[src/rtl/hcbp_pkg.sv]
// shared types and constants for the huffman code bit packer
// no dependencies
package hcbp_pkg;

    localparam int SYM_W  = 9;
    localparam int LEN_W  = 5;
    localparam int CODE_W = 31;
    localparam int BYTE_W = 8;
    localparam int PEND_W = 38;
    localparam int CNT_W  = 6;

    typedef enum logic {
        OP_LOAD   = 1'b0,
        OP_ENCODE = 1'b1
    } t_op;

    typedef enum logic {
        BK_IDLE = 1'b0,
        BK_EMIT = 1'b1
    } t_back_state;

    typedef struct packed {
        logic [LEN_W-1:0]  len;
        logic [CODE_W-1:0] code;
    } t_code_entry;

    typedef struct packed {
        t_code_entry entry;
        logic        is_end;
    } t_work;

endpackage

[src/rtl/hcbp_back.sv]
// back end: pending bit register, byte packing, flush and output register
// depends on hcbp_pkg
module hcbp_back (
    input  logic            i_clk,
    input  logic            i_rst_n,
    input  hcbp_pkg::t_work i_work,
    input  logic            i_empty,
    output logic            o_pop,
    output logic            o_valid,
    input  logic            i_stall,
    output logic [7:0]      o_out_byte,
    output logic            o_last_of_run,
    output logic            o_stream_end
);
    import hcbp_pkg::*;

    localparam logic [CNT_W-1:0] BYTE_CNT = CNT_W'(BYTE_W);

    t_back_state       r_state;
    t_back_state       n_state;
    logic [PEND_W-1:0] r_bits;
    logic [PEND_W-1:0] n_bits;
    logic [CNT_W-1:0]  r_cnt;
    logic [CNT_W-1:0]  n_cnt;
    logic              r_is_end;
    logic              n_is_end;
    logic              r_out_valid;
    logic              n_out_valid;
    logic [7:0]        r_byte;
    logic [7:0]        n_byte;
    logic              r_last;
    logic              n_last;
    logic              r_end;
    logic              n_end;
    logic              slot_free;
    logic [CNT_W-1:0]  rem;
    logic              more;

    assign slot_free     = !r_out_valid || !i_stall;
    assign o_valid       = r_out_valid;
    assign o_out_byte    = r_byte;
    assign o_last_of_run = r_last;
    assign o_stream_end  = r_end;

    assign rem  = r_cnt - BYTE_CNT;
    assign more = (rem >= BYTE_CNT) || (r_is_end && (rem != '0));

    always_comb begin
        n_state     = r_state;
        n_bits      = r_bits;
        n_cnt       = r_cnt;
        n_is_end    = r_is_end;
        n_out_valid = r_out_valid && i_stall;
        n_byte      = r_byte;
        n_last      = r_last;
        n_end       = r_end;
        o_pop       = 1'b0;
        unique case (r_state)
            BK_IDLE: begin
                if (!i_empty) begin
                    o_pop    = 1'b1;
                    n_bits   = r_bits | ({{(PEND_W - CODE_W){1'b0}}, i_work.entry.code}
                               << r_cnt[2:0]);
                    n_cnt    = r_cnt + {1'b0, i_work.entry.len};
                    n_is_end = i_work.is_end;
                    n_state  = BK_EMIT;
                end
            end
            BK_EMIT: begin
                if (r_cnt >= BYTE_CNT) begin
                    if (slot_free) begin
                        n_out_valid = 1'b1;
                        n_byte      = r_bits[7:0];
                        n_last      = !more;
                        n_end       = !more && r_is_end;
                        n_bits      = r_bits >> BYTE_W;
                        n_cnt       = rem;
                        if (!more) begin
                            n_state = BK_IDLE;
                        end
                    end
                end else if (r_is_end && (r_cnt != '0)) begin
                    if (slot_free) begin
                        n_out_valid = 1'b1;
                        n_byte      = r_bits[7:0];
                        n_last      = 1'b1;
                        n_end       = 1'b1;
                        n_bits      = '0;
                        n_cnt       = '0;
                        n_state     = BK_IDLE;
                    end
                end else begin
                    n_state = BK_IDLE;
                end
            end
            default: n_state = BK_IDLE;
        endcase
    end

    always_ff @(posedge i_clk) begin
        r_byte   <= n_byte;
        r_last   <= n_last;
        r_end    <= n_end;
        r_is_end <= n_is_end;
    end

    always_ff @(posedge i_clk) begin
        if (!i_rst_n) begin
            r_state     <= BK_IDLE;
            r_bits      <= '0;
            r_cnt       <= '0;
            r_out_valid <= 1'b0;
        end else begin
            r_state     <= n_state;
            r_bits      <= n_bits;
            r_cnt       <= n_cnt;
            r_out_valid <= n_out_valid;
        end
    end

endmodule

[config.mk]
export PLATFORM = sky130hd
export DESIGN_NAME = hcbp_back
export DESIGN_NICKNAME = d
export VERILOG_FILES = /design/src/rtl/hcbp_pkg.sv /design/src/rtl/hcbp_back.sv
export SDC_FILE = /design/constraint.sdc
export NUM_CORES = 1
export LEC_CHECK = 0
export ABC_AREA = 1
export BUFFER_PORTS_ARGS = -buffer_cell sky130_fd_sc_hd__clkbuf_2
export CAP_MARGIN = 20
export CELL_PAD_IN_SITES_DETAIL_PLACEMENT = 0
export CELL_PAD_IN_SITES_GLOBAL_PLACEMENT = 1
export CORE_ASPECT_RATIO = 1.1
export CORE_MARGIN = 4
export CORE_UTILIZATION = 36
export DETAILED_ROUTE_END_ITERATION = 10
export MAX_ROUTING_LAYER = met4
export PLACE_DENSITY_LB_ADDON = 0.1
export SYNTH_ARGS = -nofsm -noshare
export SYNTH_HDL_FRONTEND = slang
export SYNTH_SLANG_ARGS = --single-unit
[constraint.sdc]
create_clock -name i_clk -period 3.8 [get_ports i_clk]
set_input_delay 0.19 -clock i_clk [delete_from_list [all_inputs] [get_ports i_clk]]
set_output_delay 0.19 -clock i_clk [all_outputs]
set_load 0.01 [all_outputs]
==> flow_summary.ini, run 1 <==
[detailed_routing]
wl_per_cell_um = 14.9
dr.pass1.iters = 5
drtIter0Drc = 235
detail-route-antenna-nets = 0
viasPerCell = 5.14
vias = 3881
routed_wl_mm = 11.3
drc = 0

[finish]
antenna_cells = 0
area_growth_pct = 14.7
final_common_cell = nand2_1
num-nets-final = 659
drive_gt1_share_pct = 16.1
finish.utilization_pct = 43.0
layout_common_cells = nand2_1 (176), nand3_1 (134), clkbuf_2 (52)
fin_area_mm2 = 0.00432
nFillCells = 1126

[worst_hold_path]
holdCritPathClass = in2reg

[sta]
relSlewSlack_pct = 57.0
tightest_slew_ns = 0.643
fin_crit_sh_pct = 62.6
fin_crit_ns = 2.38
rsz0062_at_grt = no
hold_viol = 0
clock_skew_ns = 0.0135
slew_viol_final = 0
fin_hold_ws_ns = 0.0197
setup_tns_ns = 0
fmax_mhz = 420
setup_viol = 0

[cts]
postCtsSetupBuffers = 0
cts.htree.levels = 3
cts_tree = yes
cts-resized-gates = 0
hold_buffers = 0
cts_inserted_buffers = 9
clock-sinks = 57
clk_path_buf_depth = 2
cts-root-buf = clkbuf_8
clock_latency_ns = 0.34
clk_pin_slew_ns = 0.07

[grt]
grt_pass1_wl_mm = 18.5
use_met1_pct = 25.6
grt_use_met3_pct = 4.04
gr-usage-all-layers_pct = 19.8
grt-ovfl-total = 0
busiest_layer = met2
grt_max_degree = 38
grt_pass1_vias = 3722
grt_util_met2_pct = 30.8
antenna_found_initial = 0

[placed_design]
dpl_cell_area_mm2 = 0.00407
portBuffers = 52
gp_congestion = 0.863
hpwl_mm = 8.22

[floorplanning]
die_y_um = 115
die_x_um = 105
core_area_mm2 = 0.0100
start_util_pct = 37.5
row_count = 38
pin_count = 53
die_area_mm2 = 0.0122

[run_status]
status = complete, no violations

[setup_path]
cp-end-kind = register
cp.arrival_ns = 2.66
startpoint_type = register
critical_path_class = reg2reg
required_ns = 4.08
crit_fanout = 30

[pwr]
leakage_nw = 2.00
peakVddDrop_mv = 0.337
total_power_w = 0.00263
power_density_mw_per_mm2 = 610

[synth]
syn-instance-count = 573
ys_ff_latch = 57
synth_cell_types = 31
synthesis.area_mm2 = 0.00376
synth_nets = 622
synth_area_leader_cell = dfxtp_1
synth-seq-area-share_pct = 33.3
syn_avg_cell_area_um2 = 6.57
ys_top_cells_by_area = dfxtp_1 (24%), nand3_1 (18%), nand2_1 (18%)
ys_warn_count = 0
synth_top_area_share_pct = 24.5

[flow_run]
drv_cap = 0
-- state kept, by name, indices dropped and copies added (netlist names) --
| signal | cells |
|---|---|
| o_last_of_run | 1 |
| r_bits | 38 |
| o_valid | 1 |
| r_is_end | 1 |
| r_state | 1 |
| r_cnt | 6 |
| o_out_byte | 8 |
| o_stream_end | 1 |
-- path summary, 6_finish.rpt --
| kind | slack [ns] | start | cells after the start | to |
|---|---|---|---|---|
| worst max-delay path | 1.42 | r_cnt[4] | 11 | r_bits[30] |
| worst min register to register | 0.44 | r_bits[1] | 0 | o_out_byte[1] |
| worst max register to register | 1.42 | r_cnt[4] | 11 | r_bits[30] |
| worst min-delay path | 0.02 | i_work[0] | 1 | r_is_end |
-- final cells by class --
cell class | instances | area (um^2) | area share, %
multi-input combinational | 436 | 2150 | 49.8
sequential | 57 | 1250 | 29.0
timing repair buffer | 59 | 313 | 7.25
inverter | 47 | 176 | 4.09
tap | 140 | 175 | 4.06
clock inverter | 7 | 125 | 2.90
clock buffer | 9 | 124 | 2.87
-- synthesized netlist by cell type --
master,instances
buf_6,3
a21oi_4,1
buf_4,8
mux2i_1,6
xor2_1,2
o21ai_0,23
o21ai_1,2
fa_1,1
nand3_1,134
nor2_4,2
nor2_1,23
nor2_2,2
clkbuf_1,14
inv_2,4
clkinv_1,2
nand3b_1,2
nor2_8,1
ha_1,7
nand2_1,176
o211ai_1,16
dfxtp_1,46
nand4_1,1
or2_2,8
buf_1,2
edfxtp_1,11
nand2_2,3
nand2_4,1
nand3_2,1
buf_2,6
inv_1,41
a21oi_1,24
-- through the flow --
step           cells  setup slack (ns)
6_report         755              1.42
3_3_place_gp     739              1.46
3_5_place_dp     739              1.41
5_1_grt          755              1.17
2_1_floorplan    573              1.88
4_1_cts          755              1.40
-- layer usage --
metal | vias up | share of wire (%)
met5 | - | 0
met4 | 0 | 2.4
met3 | 25 | 5.5
met2 | 112 | 45
met1 | 1768 | 47
li1 | 1976 | -
-- report_power, final --
part / total (W) / internal [W] / switching [W]
Clock: 0.000719 / 0.000442 / 0.000277
Sequential: 0.000869 / 0.000775 / 0.0000943
Combinational: 0.00104 / 0.000335 / 0.000708
-- cell families after synthesis --
family | count (synthesis) | share of synthesized area (%)
AOI/OAI and AO/OA | 66 | 10.1
xor gates and xnor gates | 2 | 0.466
adders and majority gates | 8 | 2.86
buffers and inverters | 80 | 9.58
DFF | 57 | 33.3
muxes | 6 | 1.60
and+or+nand+nor | 354 | 42.1
-- critical path, cell delays in order, from the launching register on --
cell	delay (ns)
dfxtp_1	0.39
inv_1	0.10
ha_1	0.18
inv_1	0.05
nor2_1	0.04
nand2_2	0.10
nand2_2	0.39
a21oi_4	0.37
nand2_4	0.12
inv_2	0.32
nand2_1	0.12
a21oi_1	0.13
(Power assumes the default switching activity.)
==> inputs of run 2 (changes only) <==
ABC_AREA = 0   (was 1)
clock period = 2.1 ns   (was 3.8 ns; I/O delays follow)
==> run 2 against run 1 <==
  * Clock skew decreased by 0.0028 ns
  * Core utilization increased by 1.1 points
  * Sequential cell count unchanged
  * Via count decreased by 29%
  * Hold slack improved by 0.096 ns
  * Sequential power increased by 61%
  * Count of clock-buffer cells in the layout unchanged
==> flow_summary.ini, run 2 <==
[sta]
setup_viol = 0
relSlewSlack_pct = 62.9
hold_viol = 0
fin_crit_sh_pct = 91.9
rsz0062_at_grt = no
clock_skew_ns = 0.0107
slew_viol_final = 0
tightest_slew_ns = 0.556
fmax_mhz = 518
fin_crit_ns = 1.93
setup_tns_ns = 0

[finish]
nFillCells = 925
final_common_cell = clkbuf_2
largest_reg_flops = 38
stdcell_count = 496
finish.utilization_pct = 44.2
regMostFlops = r_bits
area_growth_pct = 17.3
layout_common_cells = clkbuf_2 (52), dfxtp_1 (43), nor2_1 (34), mux2i_1 (34)
drive_gt1_share_pct = 33.0
num-nets-final = 423
antenna_cells = 0

[cts]
cts.htree.levels = 3
cts-resized-gates = 0
cts_tree = yes
cts-root-buf = clkbuf_8
clk_pin_slew_ns = 0.07
clock-sinks = 57
clk_path_buf_depth = 2
cts_inserted_buffers = 9
postCtsSetupBuffers = 0
clock_latency_ns = 0.33

[setup_path]
cp-end-kind = register
required_ns = 2.31
startpoint_type = register
cp.arrival_ns = 2.14
crit_fanout = 13
r2r_setup_slack_ns = 0.17
critical_path_class = reg2reg
r2r_start = r_cnt[4]
cp-startpoint = r_cnt[4]

[synth]
synth_xor_area_share_pct = 0.732
synth_mux_area_share_pct = 27.4
synth_area_leader_cell = dfxtp_1
synthSimpleGateAreaFrac_pct = 8.64
ys_warn_count = 0
synth_cell_types = 47
ys_ff_latch = 57
synth_top_area_share_pct = 25.7
synth_top_family_by_area = multiplexers
synth_nets = 371
syn_avg_cell_area_um2 = 11.1
synthTopCellsByCount = dfxtp_1 (46), mux2i_1 (34), nor2_1 (34)
ys_top_cells_by_area = dfxtp_1 (26%), mux4_2 (16%), mux2i_1 (9.5%)
syn-instance-count = 322
synth_adder_area_share_pct = 3.00
synth_compound_area_share_pct = 19.6
synth-seq-area-share_pct = 34.9
ys_async_sr_fraction_pct = 0
synthFlopType = dfxtp_1
yosysMostFrequentCell = dfxtp_1
synth_edf_count = 11
synthesis.area_mm2 = 0.00359

[grt]
antenna_found_initial = 0
gr-usage-all-layers_pct = 15.9
grt_pass1_vias = 2802
grt_pass1_wl_mm = 14.1
grt_max_degree = 41
grt-ovfl-total = 0

[detailed_routing]
wl_per_cell_um = 17.3
viasPerCell = 5.56
dr.pass1.iters = 4
drc = 0
routed_wl_mm = 8.60
drtIter0Drc = 135
detail-route-antenna-nets = 0
vias = 2760

[worst_hold_path]
min_from = i_stall
holdCritPathClass = in2reg

[floorplanning]
core_area_mm2 = 0.00954
pin_count = 53
row_count = 37
start_util_pct = 37.6
die_area_mm2 = 0.0116
die_y_um = 113
die_x_um = 103

[placed_design]
gp_congestion = 0.755
portBuffers = 52
hpwl_mm = 6.44
place_inst = 479

[run_status]
status = complete, no violations

[pwr]
power_density_mw_per_mm2 = 900
leakage_nw = 1.57
peakVddDrop_mv = 0.391

[flow_run]
drv_cap = 0
-- run 2: per-stage QoR --
stage / power (W) / hold slack [ns] / setup slack, ns / instance area, um^2
floorplan: 0.00232 / 0.204 / 0.0387 / 3590
CTS: 0.00383 / 0.0970 / 0.154 / 4210
detailed placement: 0.00265 / 0.284 / 0.162 / 3980
finish: 0.00379 / 0.116 / 0.169 / 4210
global route: 0.00400 / 0.126 / 0.0541 / 4210
global placement: 0.00265 / 0.287 / 0.185 / 3980
-- run 2: layout make-up --
cell class	instances	area, um^2	share of cell area [%]
clock buffer	9	124	2.94
clock inverter	7	103	2.44
inverter	11	41.3	0.980
multi-input combinational	228	2130	50.6
sequential	57	1250	29.8
tap	117	146	3.48
timing repair buffer	67	413	9.80
-- run 2: metal layers --
metal	up-vias	routed length, um	global-route usage [%]
li1	1371	-	-
met1	1334	4160	20.9
met2	49	4140	25.3
met3	6	223	2.28
met4	0	81	4.66
met5	-	0	-
-- run 2: power by group --
group | switching (W) | internal, W | leakage, nW
Combinational | 0.000622 | 0.000589 | 0.973
Sequential | 0.000102 | 0.00130 | 0.483
Clock | 0.000493 | 0.000680 | 0.110
-- run 2: kinds of logic (layout without fill, tap and decap cells) --
logic type | count (synthesis) | in the layout
fa+ha+maj | 8 | 8
mux | 66 | 66
flops | 57 | 57
simple gates | 68 | 68
xor+xnor | 3 | 3
compound gates | 83 | 83
buf+inv | 37 | 94
-- run 2: final timing paths --
| kind | endpoint | cells past startpoint |
|---|---|---|
| max | r_cnt[5] | 6 |
| min | o_valid | 3 |
| max reg2reg | r_cnt[5] | 6 |
| min reg2reg | o_out_byte[5] | 0 |
-- run 2: timing repair --
item	CTS	global route
hold buffers	1	0
setup endpoints to repair	0	0
hold endpoints to repair	1	0
-- run 2: critical path: stages (launching register included) --
cell and delay [ns]:
dfxtp_1 0.33, inv_1 0.06, ha_1 0.21, a2111o_2 0.48
o311a_4 0.40, nand2_1 0.21, o22ai_1 0.11
