<file path="src/rtl/hcbp_pkg.sv">
// shared types and constants for the huffman code bit packer
// no dependencies
package hcbp_pkg;

    localparam int SYM_W  = 9;
    localparam int LEN_W  = 5;
    localparam int CODE_W = 31;
    localparam int BYTE_W = 8;
    localparam int PEND_W = 38;
    localparam int CNT_W  = 6;

    typedef enum logic {
        OP_LOAD   = 1'b0,
        OP_ENCODE = 1'b1
    } t_op;

    typedef enum logic {
        BK_IDLE = 1'b0,
        BK_EMIT = 1'b1
    } t_back_state;

    typedef struct packed {
        logic [LEN_W-1:0]  len;
        logic [CODE_W-1:0] code;
    } t_code_entry;

    typedef struct packed {
        t_code_entry entry;
        logic        is_end;
    } t_work;

endpackage

</file>
<file path="src/rtl/hcbp_queue.sv">
// two-entry queue of looked-up codes between front and back
// depends on hcbp_pkg
module hcbp_queue (
    input  logic            i_clk,
    input  logic            i_rst_n,
    input  logic            i_push,
    input  hcbp_pkg::t_work i_work,
    output logic            o_full,
    input  logic            i_pop,
    output hcbp_pkg::t_work o_work,
    output logic            o_empty
);
    import hcbp_pkg::*;

    t_work       r_slot [2];
    logic        r_wr_ptr;
    logic        r_rd_ptr;
    logic [1:0]  r_count;

    assign o_full  = (r_count == 2'd2);
    assign o_empty = (r_count == 2'd0);
    assign o_work  = r_slot[r_rd_ptr];

    always_ff @(posedge i_clk) begin
        if (i_push) begin
            r_slot[r_wr_ptr] <= i_work;
        end
    end

    always_ff @(posedge i_clk) begin
        if (!i_rst_n) begin
            r_wr_ptr <= 1'b0;
            r_rd_ptr <= 1'b0;
            r_count  <= 2'd0;
        end else begin
            if (i_push) begin
                r_wr_ptr <= !r_wr_ptr;
            end
            if (i_pop) begin
                r_rd_ptr <= !r_rd_ptr;
            end
            case ({i_push, i_pop})
                2'b10:   r_count <= r_count + 2'd1;
                2'b01:   r_count <= r_count - 2'd1;
                default: r_count <= r_count;
            endcase
        end
    end

endmodule

</file>
<file path="config.mk">
export PLATFORM = sky130hd
export DESIGN_NAME = hcbp_queue
export DESIGN_NICKNAME = d
export VERILOG_FILES = /design/src/rtl/hcbp_pkg.sv /design/src/rtl/hcbp_queue.sv
export SDC_FILE = /design/constraint.sdc
export NUM_CORES = 1
export LEC_CHECK = 0
export ABC_AREA = 1
export BUFFER_PORTS_ARGS = -buffer_cell sky130_fd_sc_hd__buf_2
export CORE_ASPECT_RATIO = 0.9
export CORE_MARGIN = 10
export CORE_UTILIZATION = 50
export DETAILED_ROUTE_END_ITERATION = 6
export GPL_TIMING_DRIVEN = 0
export PLACE_DENSITY = 0.86
export SETUP_SLACK_MARGIN = 0.05
export SYNTH_ARGS = -nofsm -noshare
export SYNTH_HDL_FRONTEND = slang
export SYNTH_SLANG_ARGS = --single-unit
</file>
<file path="constraint.sdc">
create_clock -name i_clk -period 3.8 [get_ports i_clk]
set_input_delay 0 -clock i_clk [delete_from_list [all_inputs] [get_ports i_clk]]
set_output_delay 0 -clock i_clk [all_outputs]
set_load 0.05 [all_outputs]
</file>
==> qor.csv, run 1 <==
stage;metric;value;unit
routing;ANT nets after route;0;
sta;RSZ-0062 raised after global routing;false;
clock_network;H-tree depth;3;
placement;Detail Placement HPWL;4110;um
clock_network;Setup Fix Bufs, Post-CTS;0;
floorplanning;Die W;102;um
worst_setup_path;WP data arrival;1520;ps
final_layout;leading cell type in the layout, fill and taps excluded;buf_2;
placement;DP Worst Slack;2300;ps
global_route;gr ovfl total;0;
clock_network;Post-CTS Hold Buffers;40;
synthesis;Ys Warns;0;
routing;Via Count;1735;
sta;period utilisation layout;40.0;%
final_layout;layout cells sized above 1;47.9;%
routing;Routed WL;6300;um
clock_network;CTS buffer count;9;
final_layout;most frequent cells in the layout;buf_2 (79), edfxtp_1 (74), dlygate4sd3_1 (40);
sta;final slew viol count;0;
floorplanning;CORE AREA;0.00579;mm2
sta;final setup fails;0;
sta;Worst Slack Setup Final;2280;ps
routing;TritonRoute pass-1 iters;4;
floorplanning;die height;94.1;um
power;Pleak;0.00170;uW
worst_setup_path;Crit Path Max Fanout;10;
synthesis;cell area after synthesis;0.00305;mm2
floorplanning;Initial Util;52.7;%
clock_network;root buffer cell;clkbuf_8;
synthesis;Yosys top cell area share;72.9;%
global_route;initial antenna violation count;0;
placement;gp weighted congestion;0.672;
sta;final hold slack;387;ps
power;Pwr per Cell Area;487;mW/mm2
worst_setup_path;CP max stage cell;dfxtp_1;
final_layout;area delta synth->final;37.1;%
sta;setup_tns;0;ps
placement;IO buf count;79;
sta;final hold vios;0;
global_route;met1 Resource Use GR;14.2;%
routing;drt drc;0;
global_route;met2 GRT Util;24.9;%
sta;fmax;658;MHz
run_status;status;complete, no violations;
global_route;pin count of the biggest net entering global routing;38;
sta;fin crit period;1520;ps
worst_setup_path;Setup CP Type;flop to primary output;
worst_setup_path;WP data required;3800;ps
clock_network;clock slew at reported path FFs;80;ps
final_layout;Inserted Diodes;0;
clock_network;cts repair resizes;0;
final_layout;Layout Nets;323;
final_layout;final cell count without fillers;356;
floorplanning;site row count;26;
clock_network;clk buf depth;2;
floorplanning;Die ar.;0.00963;mm2
global_route;GRT Total Usage;13.4;%
worst_setup_path;worst-path cell chain;buf_6 -> buf_12 -> mux2_4 -> buf_2;
sta;Rel. slew slack;45.5;%
routing;initial detailed-routing violation count;52;
worst_setup_path;startpoint types;flop;
power;IR drop worst, VDD;0.237;mV
clock_network;worst skew pair latency;330;ps
global_route;vias in the first global route;1901;
synthesis;Distinct cells, synth;13;
synthesis;Synth Instances;150;
floorplanning;number of I/O pins;80;
global_route;first-pass GRT wire length;9960;um
worst_setup_path;crit-path max cell delay;320;ps
clock_network;Clock Sinks;79;
sta;actual slew at the worst max-slew pin;816;ps
synthesis;Mean Syn Cell Area;20.3;um2
synthesis;number of synthesized register bits;79;
sta;Clock Skews;5.07;ps
synthesis;post-synth top area cell;edfxtp_1;
synthesis;sequential area share after synthesis;76.2;%
placement;placed insts;300;
worst_setup_path;crit path capture type;primary output;
min_path;worst hold path type;input pin to flop;
routing;WL/cell;17.7;um
flow_run;MaxCap Viol Count;0;
synthesis;main area contributors after synthesis;edfxtp_1 (73%), mux2_4 (15%), dfxtp_1 (3.3%);
clock_network;TritonCTS clock tree;built;
global_route;Global Route met3 Usage;2.87;%
synthesis;net count after synthesis;192;
routing;vias per inst;4.87;
global_route;gr busiest metal;met2;
[worst paths after layout]
check	startpoint	cells after the start	slack, ps	end
min reg2reg	r_rd_ptr	2	540	r_rd_ptr
max	flop	4	2280	o_work[26]
max reg2reg	r_wr_ptr	2	2310	r_slot[1][8]
min	i_work[3]	2	390	r_slot[0][3]
[registers in the layout, indices dropped and copies added (netlist names), named ones only]
name / cells
r_wr_ptr: 1
r_rd_ptr: 1
r_count: 2
r_slot: 74
[layer usage]
layer | vias to the layer above | routed length, um
met2 | 55 | 3460
met5 | - | 0
met4 | 0 | 88
met1 | 840 | 2450
met3 | 11 | 295
li1 | 829 | -
[metrics by stage]
| stage | utilization (%) | instance area (um2) | total power (uW) |
|---|---|---|---|
| 2_1_floorplan | - | 3050 | 1290 |
| 3_3_place_gp | 61.0 | 3530 | 1360 |
| 3_5_place_dp | 61.6 | 3570 | 1370 |
| 4_1_cts | 72.2 | 4180 | 2050 |
| 5_1_grt | 72.2 | 4180 | 2100 |
| 6_report | 72.2 | 4180 | 2040 |
[power breakdown]
part / total, uW / internal (uW) / switching (uW) / leakage [uW]
clock: 651 / 364 / 286 / 0.000100
combinational: 366 / 139 / 228 / 0.000861
sequential: 1020 / 1000 / 15.6 / 0.000736
total: 2040 / 1510 / 529 / 0.00170
[final cells by class]
type	count	area [um2]
buffer	4	71.3
inverter	6	22.5
sequential	79	2320
timing repair buffer	120	823
clock buffer	9	124
tap	70	87.6
fill	373	1610
multi-input combinational	61	641
clock inverter	7	87.6
[worst max-delay path: cells and delay by family (launching register included)]
kind	cells	cell delay, ps
flops	1	320
mux	1	310
buf+inv	3	550
[kinds of logic (layout without fill, tap and decap cells)]
kind of cell	count (synthesis)	after routing	synth area share [%]
AO/OA/AOI/OAI	2	2	0.328
adder cells (fa/ha/maj)	1	1	0.410
buffers and inverters	10	146	3.08
flip-flops	79	79	76.2
multiplexers	37	37	17.4
AND/OR/NAND/NOR	21	21	2.67
[cells in the mapped netlist]
master / count
a21oi_1: 1
buf_12: 3
buf_6: 1
dfxtp_1: 5
edfxtp_1: 74
ha_1: 1
inv_1: 6
mux2_2: 7
mux2_4: 30
nand2_1: 8
nand4_1: 1
nor2_1: 12
o21ai_0: 1
Power figures use the tool's default switching activity.
==> run 2: changes to the inputs <==
clock period = 1.6 ns   (was 3.8 ns; I/O delays follow)
==> qor.csv, run 2 (same netlist as run 1, synthesis figures left out) <==
stage;metric;value;unit;change
placement;DP Worst Slack;-29.7;ps;-2330 ps
clock_network;H-tree depth;3;;unchanged
worst_setup_path;WP data arrival;1510;ps;about the same
clock_network;TritonCTS clock tree;built;;
global_route;GRT Total Usage;13.4;%;about the same
sta;fin crit period;1510;ps;
global_route;first-pass GRT wire length;9780;um;-1.7%
floorplanning;number of I/O pins;80;;unchanged
global_route;initial antenna violation count;0;;unchanged
sta;actual slew at the worst max-slew pin;602;ps;-214 ps
power;Seq pwr share;46.8;%;-3.3 points
min_path;Hold Path Depth;4;;+2
final_layout;Layout Nets;331;;+2.5%
final_layout;Inserted Diodes;0;;unchanged
sta;Clock Skews;6.07;ps;+0.999 ps
clock_network;Clock Sinks;79;;unchanged
routing;vias per inst;4.86;;-0.28%
final_layout;most flop-heavy register;r_slot;;
placement;gp weighted congestion;0.739;;+10%
sta;period utilisation layout;94.3;%;
final_layout;most frequent cells in the layout;edfxtp_1 (74), buf_2 (47), dlygate4sd3_1 (41);;
worst_setup_path;startpoint types;flop;;
worst_setup_path;crit path capture type;primary output;;
sta;Rel. slew slack;59.8;%;+14 points
sta;fmax;663;MHz;
routing;drt drc;0;;unchanged
power;IR drop worst, VDD;0.728;mV;+210%
routing;Via Count;1769;;+2.0%
worst_setup_path;Crit Path Max Fanout;8;;-2
sta;Worst Slack Setup Final;91.8;ps;-2190 ps
routing;TritonRoute pass-1 iters;6;;+2
clock_network;clock slew at reported path FFs;80;ps;about the same
sta;final hold vios;0;;unchanged
floorplanning;Initial Util;52.7;%;unchanged
worst_setup_path;FF-to-FF path depth;2;;unchanged
power;switch share;25.4;%;-0.58 points
clock_network;clk buf depth;2;;unchanged
final_layout;layout cells sized above 1;50.0;%;+2.1 points
floorplanning;Die W;102;um;unchanged
power;combinational share of power;19.5;%;+1.5 points
sta;RSZ-0062 raised after global routing;true;;
run_status;status;complete, no violations;;
final_layout;Largest regs;r_slot: 74 flops, r_count: 2 flops;;
worst_setup_path;Setup CP Type;flop to primary output;;
routing;initial detailed-routing violation count;49;;-5.8%
power;Pleak;0.00183;uW;+7.9%
power;clock share of power;33.8;%;+1.8 points
final_layout;leading cell type in the layout, fill and taps excluded;edfxtp_1;;
routing;Routed WL;6880;um;+9.2%
floorplanning;CORE AREA;0.00579;mm2;unchanged
power;Net Switching;1320;uW;+150%
global_route;pin count of the biggest net entering global routing;38;;unchanged
final_layout;Layout Cell Area excl Fill;0.00450;mm2;+7.8%
placement;IO buf count;79;;unchanged
floorplanning;die height;94.1;um;unchanged
floorplanning;Die ar.;0.00963;mm2;unchanged
sta;final slew viol count;0;;unchanged
power;Pwr per Cell Area;1150;mW/mm2;+140%
clock_network;worst skew pair latency;340;ps;about the same
sta;final setup fails;0;;unchanged
final_layout;Fillers;331;;-11%
placement;area post-placement;0.00354;mm2;-0.77%
power;Pint;3860;uW;+160%
flow_run;MaxCap Viol Count;0;;unchanged
clock_network;root buffer cell;clkbuf_8;;
min_path;worst hold path type;input pin to flop;;
placement;Detail Placement HPWL;3810;um;-7.4%
global_route;vias in the first global route;1979;;+4.1%
global_route;gr ovfl total;0;;unchanged
floorplanning;site row count;26;;unchanged
clock_network;CTS buffer count;9;;unchanged
final_layout;area delta synth->final;47.7;%;
routing;WL/cell;18.9;um;+6.8%
worst_setup_path;WP data required;1600;ps;-2200 ps
routing;ANT nets after route;0;;unchanged
final_layout;Largest register FFs;74;;unchanged
-- run 2: changes by cell type in the layout (fill, tap and decap cells not counted), moves of 2 or more --
cell        previous run  this run
dfxtp_1                5         3
clkinvlp_4             2         0
clkbuf_16              0         4
clkinv_4               0         2
buf_4                  0        16
buf_12                 3         5
buf_6                  1        18
buf_2                 79        47
-- run 2: stage by stage --
| stage | power [uW] | std cells | util [%] | hold slack (ps) | setup TNS [ps] |
|---|---|---|---|---|---|
| after floorplan | 3060 | 150 | - | 98.9 | 0 |
| after global placement | 3230 | 299 | 61.1 | 187 | -14050 |
| final | 5180 | 364 | 77.8 | 299 | 0 |
| after CTS | 5090 | 356 | 73.2 | 166 | -1.37 |
| after global routing | 5370 | 364 | 77.8 | 329 | 0 |
| after detailed placement | 3250 | 299 | 61.1 | 191 | -1030 |
-- run 2: path summary, 6_finish.rpt --
path,startpoint,slack [ps],end
setup / recovery,flop,90,o_work[31]
hold / removal,i_push,300,r_count[0]
setup reg to reg,r_wr_ptr,250,r_slot[1][2]
hold reg to reg,r_rd_ptr,510,flop
-- run 2: layout make-up --
class | count | area (um2) | area share, %
tap | 70 | 87.6 | 1.94
buffer | 4 | 80.1 | 1.78
timing repair buffer | 127 | 1090 | 24.2
multi-input combinational | 62 | 652 | 14.5
sequential | 79 | 2330 | 51.7
clock buffer | 9 | 124 | 2.75
inverter | 6 | 25.0 | 0.556
clock inverter | 7 | 120 | 2.67
-- run 2: repair_timing --
action | CTS | global route
cloned | 0 | 5
endpoints found under the hold margin | 79 | 0
setup endpoints to repair | 54 | 104
buffers inserted | 0 | 3
gates resized for setup | 18 | 55
hold buffers | 41 | 0
pin swaps | 1 | 1
-- run 2: per-layer routing --
metal  GRT usage [%]  vias to the layer above  wire length (um)
met5               0                        -                 0
met4            5.99                        0                93
met3            5.45                        8               411
met2            24.6                       58              3760
met1            12.8                      857              2610
li1                -                      846                 -
-- run 2: power groups by stage --
stage	clock network, uW	registers, uW	logic, uW
final	1750	2420	1010
after global routing	1880	2430	1060
after CTS	1790	2420	891
after detailed placement	0	2460	786
after global placement	0	2460	770
after floorplan	0	2450	604
-- run 2: critical path, stage by stage, from the launching register on --
cell	delay [ps]
dfxtp_4	360
buf_12	150
buf_4	120
mux2_2	320
buf_2	210
==> run 3: changes to the inputs <==
GPL_TIMING_DRIVEN = not set   (was 0)
==> qor.csv, run 3 (same netlist as run 1, synthesis figures left out) <==
stage;metric;value;unit;change
run_status;status;complete, no violations;;
global_route;GRT Total Usage;12.0;%;-1.4 points
sta;period utilisation layout;92.1;%;-2.2 points
sta;RSZ-0062 raised after global routing;false;;
placement;gp weighted congestion;0.701;;-5.2%
routing;drt drc;0;;unchanged
worst_setup_path;startpoint types;flop;;
routing;TritonRoute pass-1 iters;4;;-2
clock_network;H-tree depth;3;;unchanged
final_layout;Fillers;386;;+17%
worst_setup_path;crit path capture type;primary output;;
floorplanning;site row count;26;;unchanged
routing;Via Count;1681;;-5.0%
clock_network;CTS buffer count;9;;unchanged
sta;setup_tns;0;ps;unchanged
sta;final hold slack;397;ps;+97.7 ps
floorplanning;number of I/O pins;80;;unchanged
routing;WL/cell;15.8;um;-16%
worst_setup_path;worst reg2reg startpoint;r_wr_ptr;;
global_route;initial antenna violation count;0;;unchanged
min_path;HP Start;i_work[31];;
routing;initial detailed-routing violation count;65;;+33%
worst_setup_path;Setup CP Type;flop to primary output;;
power;Pwr per Cell Area;1140;mW/mm2;-0.83%
final_layout;Layout Nets;326;;-1.5%
floorplanning;Die W;102;um;unchanged
placement;IO buf count;79;;unchanged
worst_setup_path;WP data arrival;1470;ps;-40 ps
global_route;first-pass GRT wire length;8880;um;-9.2%
final_layout;Largest regs;r_slot: 74 flops, r_count: 2 flops;;
sta;Rel. slew slack;79.7;%;+20 points
floorplanning;CORE AREA;0.00579;mm2;unchanged
routing;vias per inst;4.70;;-3.4%
final_layout;most flop-heavy register;r_slot;;
sta;final setup fails;0;;unchanged
global_route;pin count of the biggest net entering global routing;24;;-37%
power;Pleak;0.00171;uW;-6.9%
routing;ANT nets after route;0;;unchanged
clock_network;worst skew pair latency;320;ps;-20 ps
clock_network;clk buf depth;2;;unchanged
global_route;vias in the first global route;1830;;-7.5%
clock_network;clock slew at reported path FFs;70;ps;about the same
flow_run;MaxCap Viol Count;0;;unchanged
sta;actual slew at the worst max-slew pin;304;ps;-297 ps
global_route;gr ovfl total;0;;unchanged
clock_network;Clock Sinks;79;;unchanged
final_layout;area delta synth->final;36.3;%;
final_layout;layout cells sized above 1;47.6;%;-2.4 points
final_layout;leading cell type in the layout, fill and taps excluded;buf_2;;
sta;final slew viol count;0;;unchanged
sta;final hold vios;0;;unchanged
clock_network;TritonCTS clock tree;built;;
placement;Detail Placement HPWL;3970;um;+4.2%
sta;Clock Skews;2.83;ps;-3.24 ps
power;IR drop worst, VDD;0.882;mV;+21%
routing;Routed WL;5670;um;-18%
final_layout;most frequent cells in the layout;buf_2 (79), edfxtp_1 (74), dlygate4sd3_1 (42);;
floorplanning;die height;94.1;um;unchanged
clock_network;root buffer cell;clkbuf_8;;
final_layout;Largest register FFs;74;;unchanged
worst_setup_path;Crit Path Max Fanout;22;;+14
clock_network;Setup Fix Bufs, Post-CTS;0;;unchanged
min_path;worst hold path type;input pin to flop;;
sta;fin crit period;1470;ps;-34.6 ps
worst_setup_path;WP data required;1600;ps;about the same
floorplanning;Initial Util;52.7;%;unchanged
floorplanning;Die ar.;0.00963;mm2;unchanged
sta;fmax;679;MHz;+2.3%
final_layout;Inserted Diodes;0;;unchanged
[run 3: metrics by stage]
stage | power (uW) | cells | util (%) | setup WS [ps] | cell area (um2)
2_1_floorplan | 3060 | 150 | - | 21.1 | 3060
3_3_place_gp | 3220 | 301 | 60.9 | 416 | 3530
3_5_place_dp | 3240 | 301 | 60.9 | 401 | 3530
4_1_cts | 4810 | 358 | 71.7 | 95.6 | 4150
5_1_grt | 4960 | 358 | 71.8 | 57.2 | 4160
6_report | 4740 | 358 | 71.8 | 126 | 4160
[run 3: where the power goes]
part | internal, uW | switching (uW) | leakage, uW
combinational | 319 | 527 | 0.000866
clock | 860 | 615 | 0.000104
sequential | 2380 | 36.9 | 0.000736
total | 3560 | 1180 | 0.00171
[run 3: layer usage]
layer  global-route usage [%]  vias to the layer above  part of all wire [%]
li1                         -                      833                     -
met1                     12.8                      791                    39
met2                     20.3                       53                    52
met3                     4.42                        4                   7.8
met4                     6.81                        0                   1.2
met5                        0                        -                     0
[run 3: worst max-delay path: stages (launching register included)]
cell and delay, ps:
dfxtp_2 370, buf_12 210, mux2_2 350, buf_2 210
[run 3: cell type report]
class	count	area (um2)	area share (%)
inverter	6	22.5	0.542
clock buffer	10	128	3.07
multi-input combinational	61	641	15.4
clock inverter	5	73.8	1.78
tap	70	87.6	2.11
sequential	79	2320	55.9
timing repair buffer	127	881	21.2
[run 3: what timing repair did]
item                                    in CTS  in global routing
gates resized for setup                      1                  1
endpoints found under the hold margin       79                  0
hold buffers                                42                  0
endpoints found under the setup margin       3                  1
[run 3: final timing paths]
kind                            cells after the start             to  slack (ps)
worst max-delay path                                3     o_work[28]         130
worst min-delay path                                2  r_slot[1][31]         400
worst max register to register                      4       r_wr_ptr         360
worst min register to register                      2     r_count[1]         530
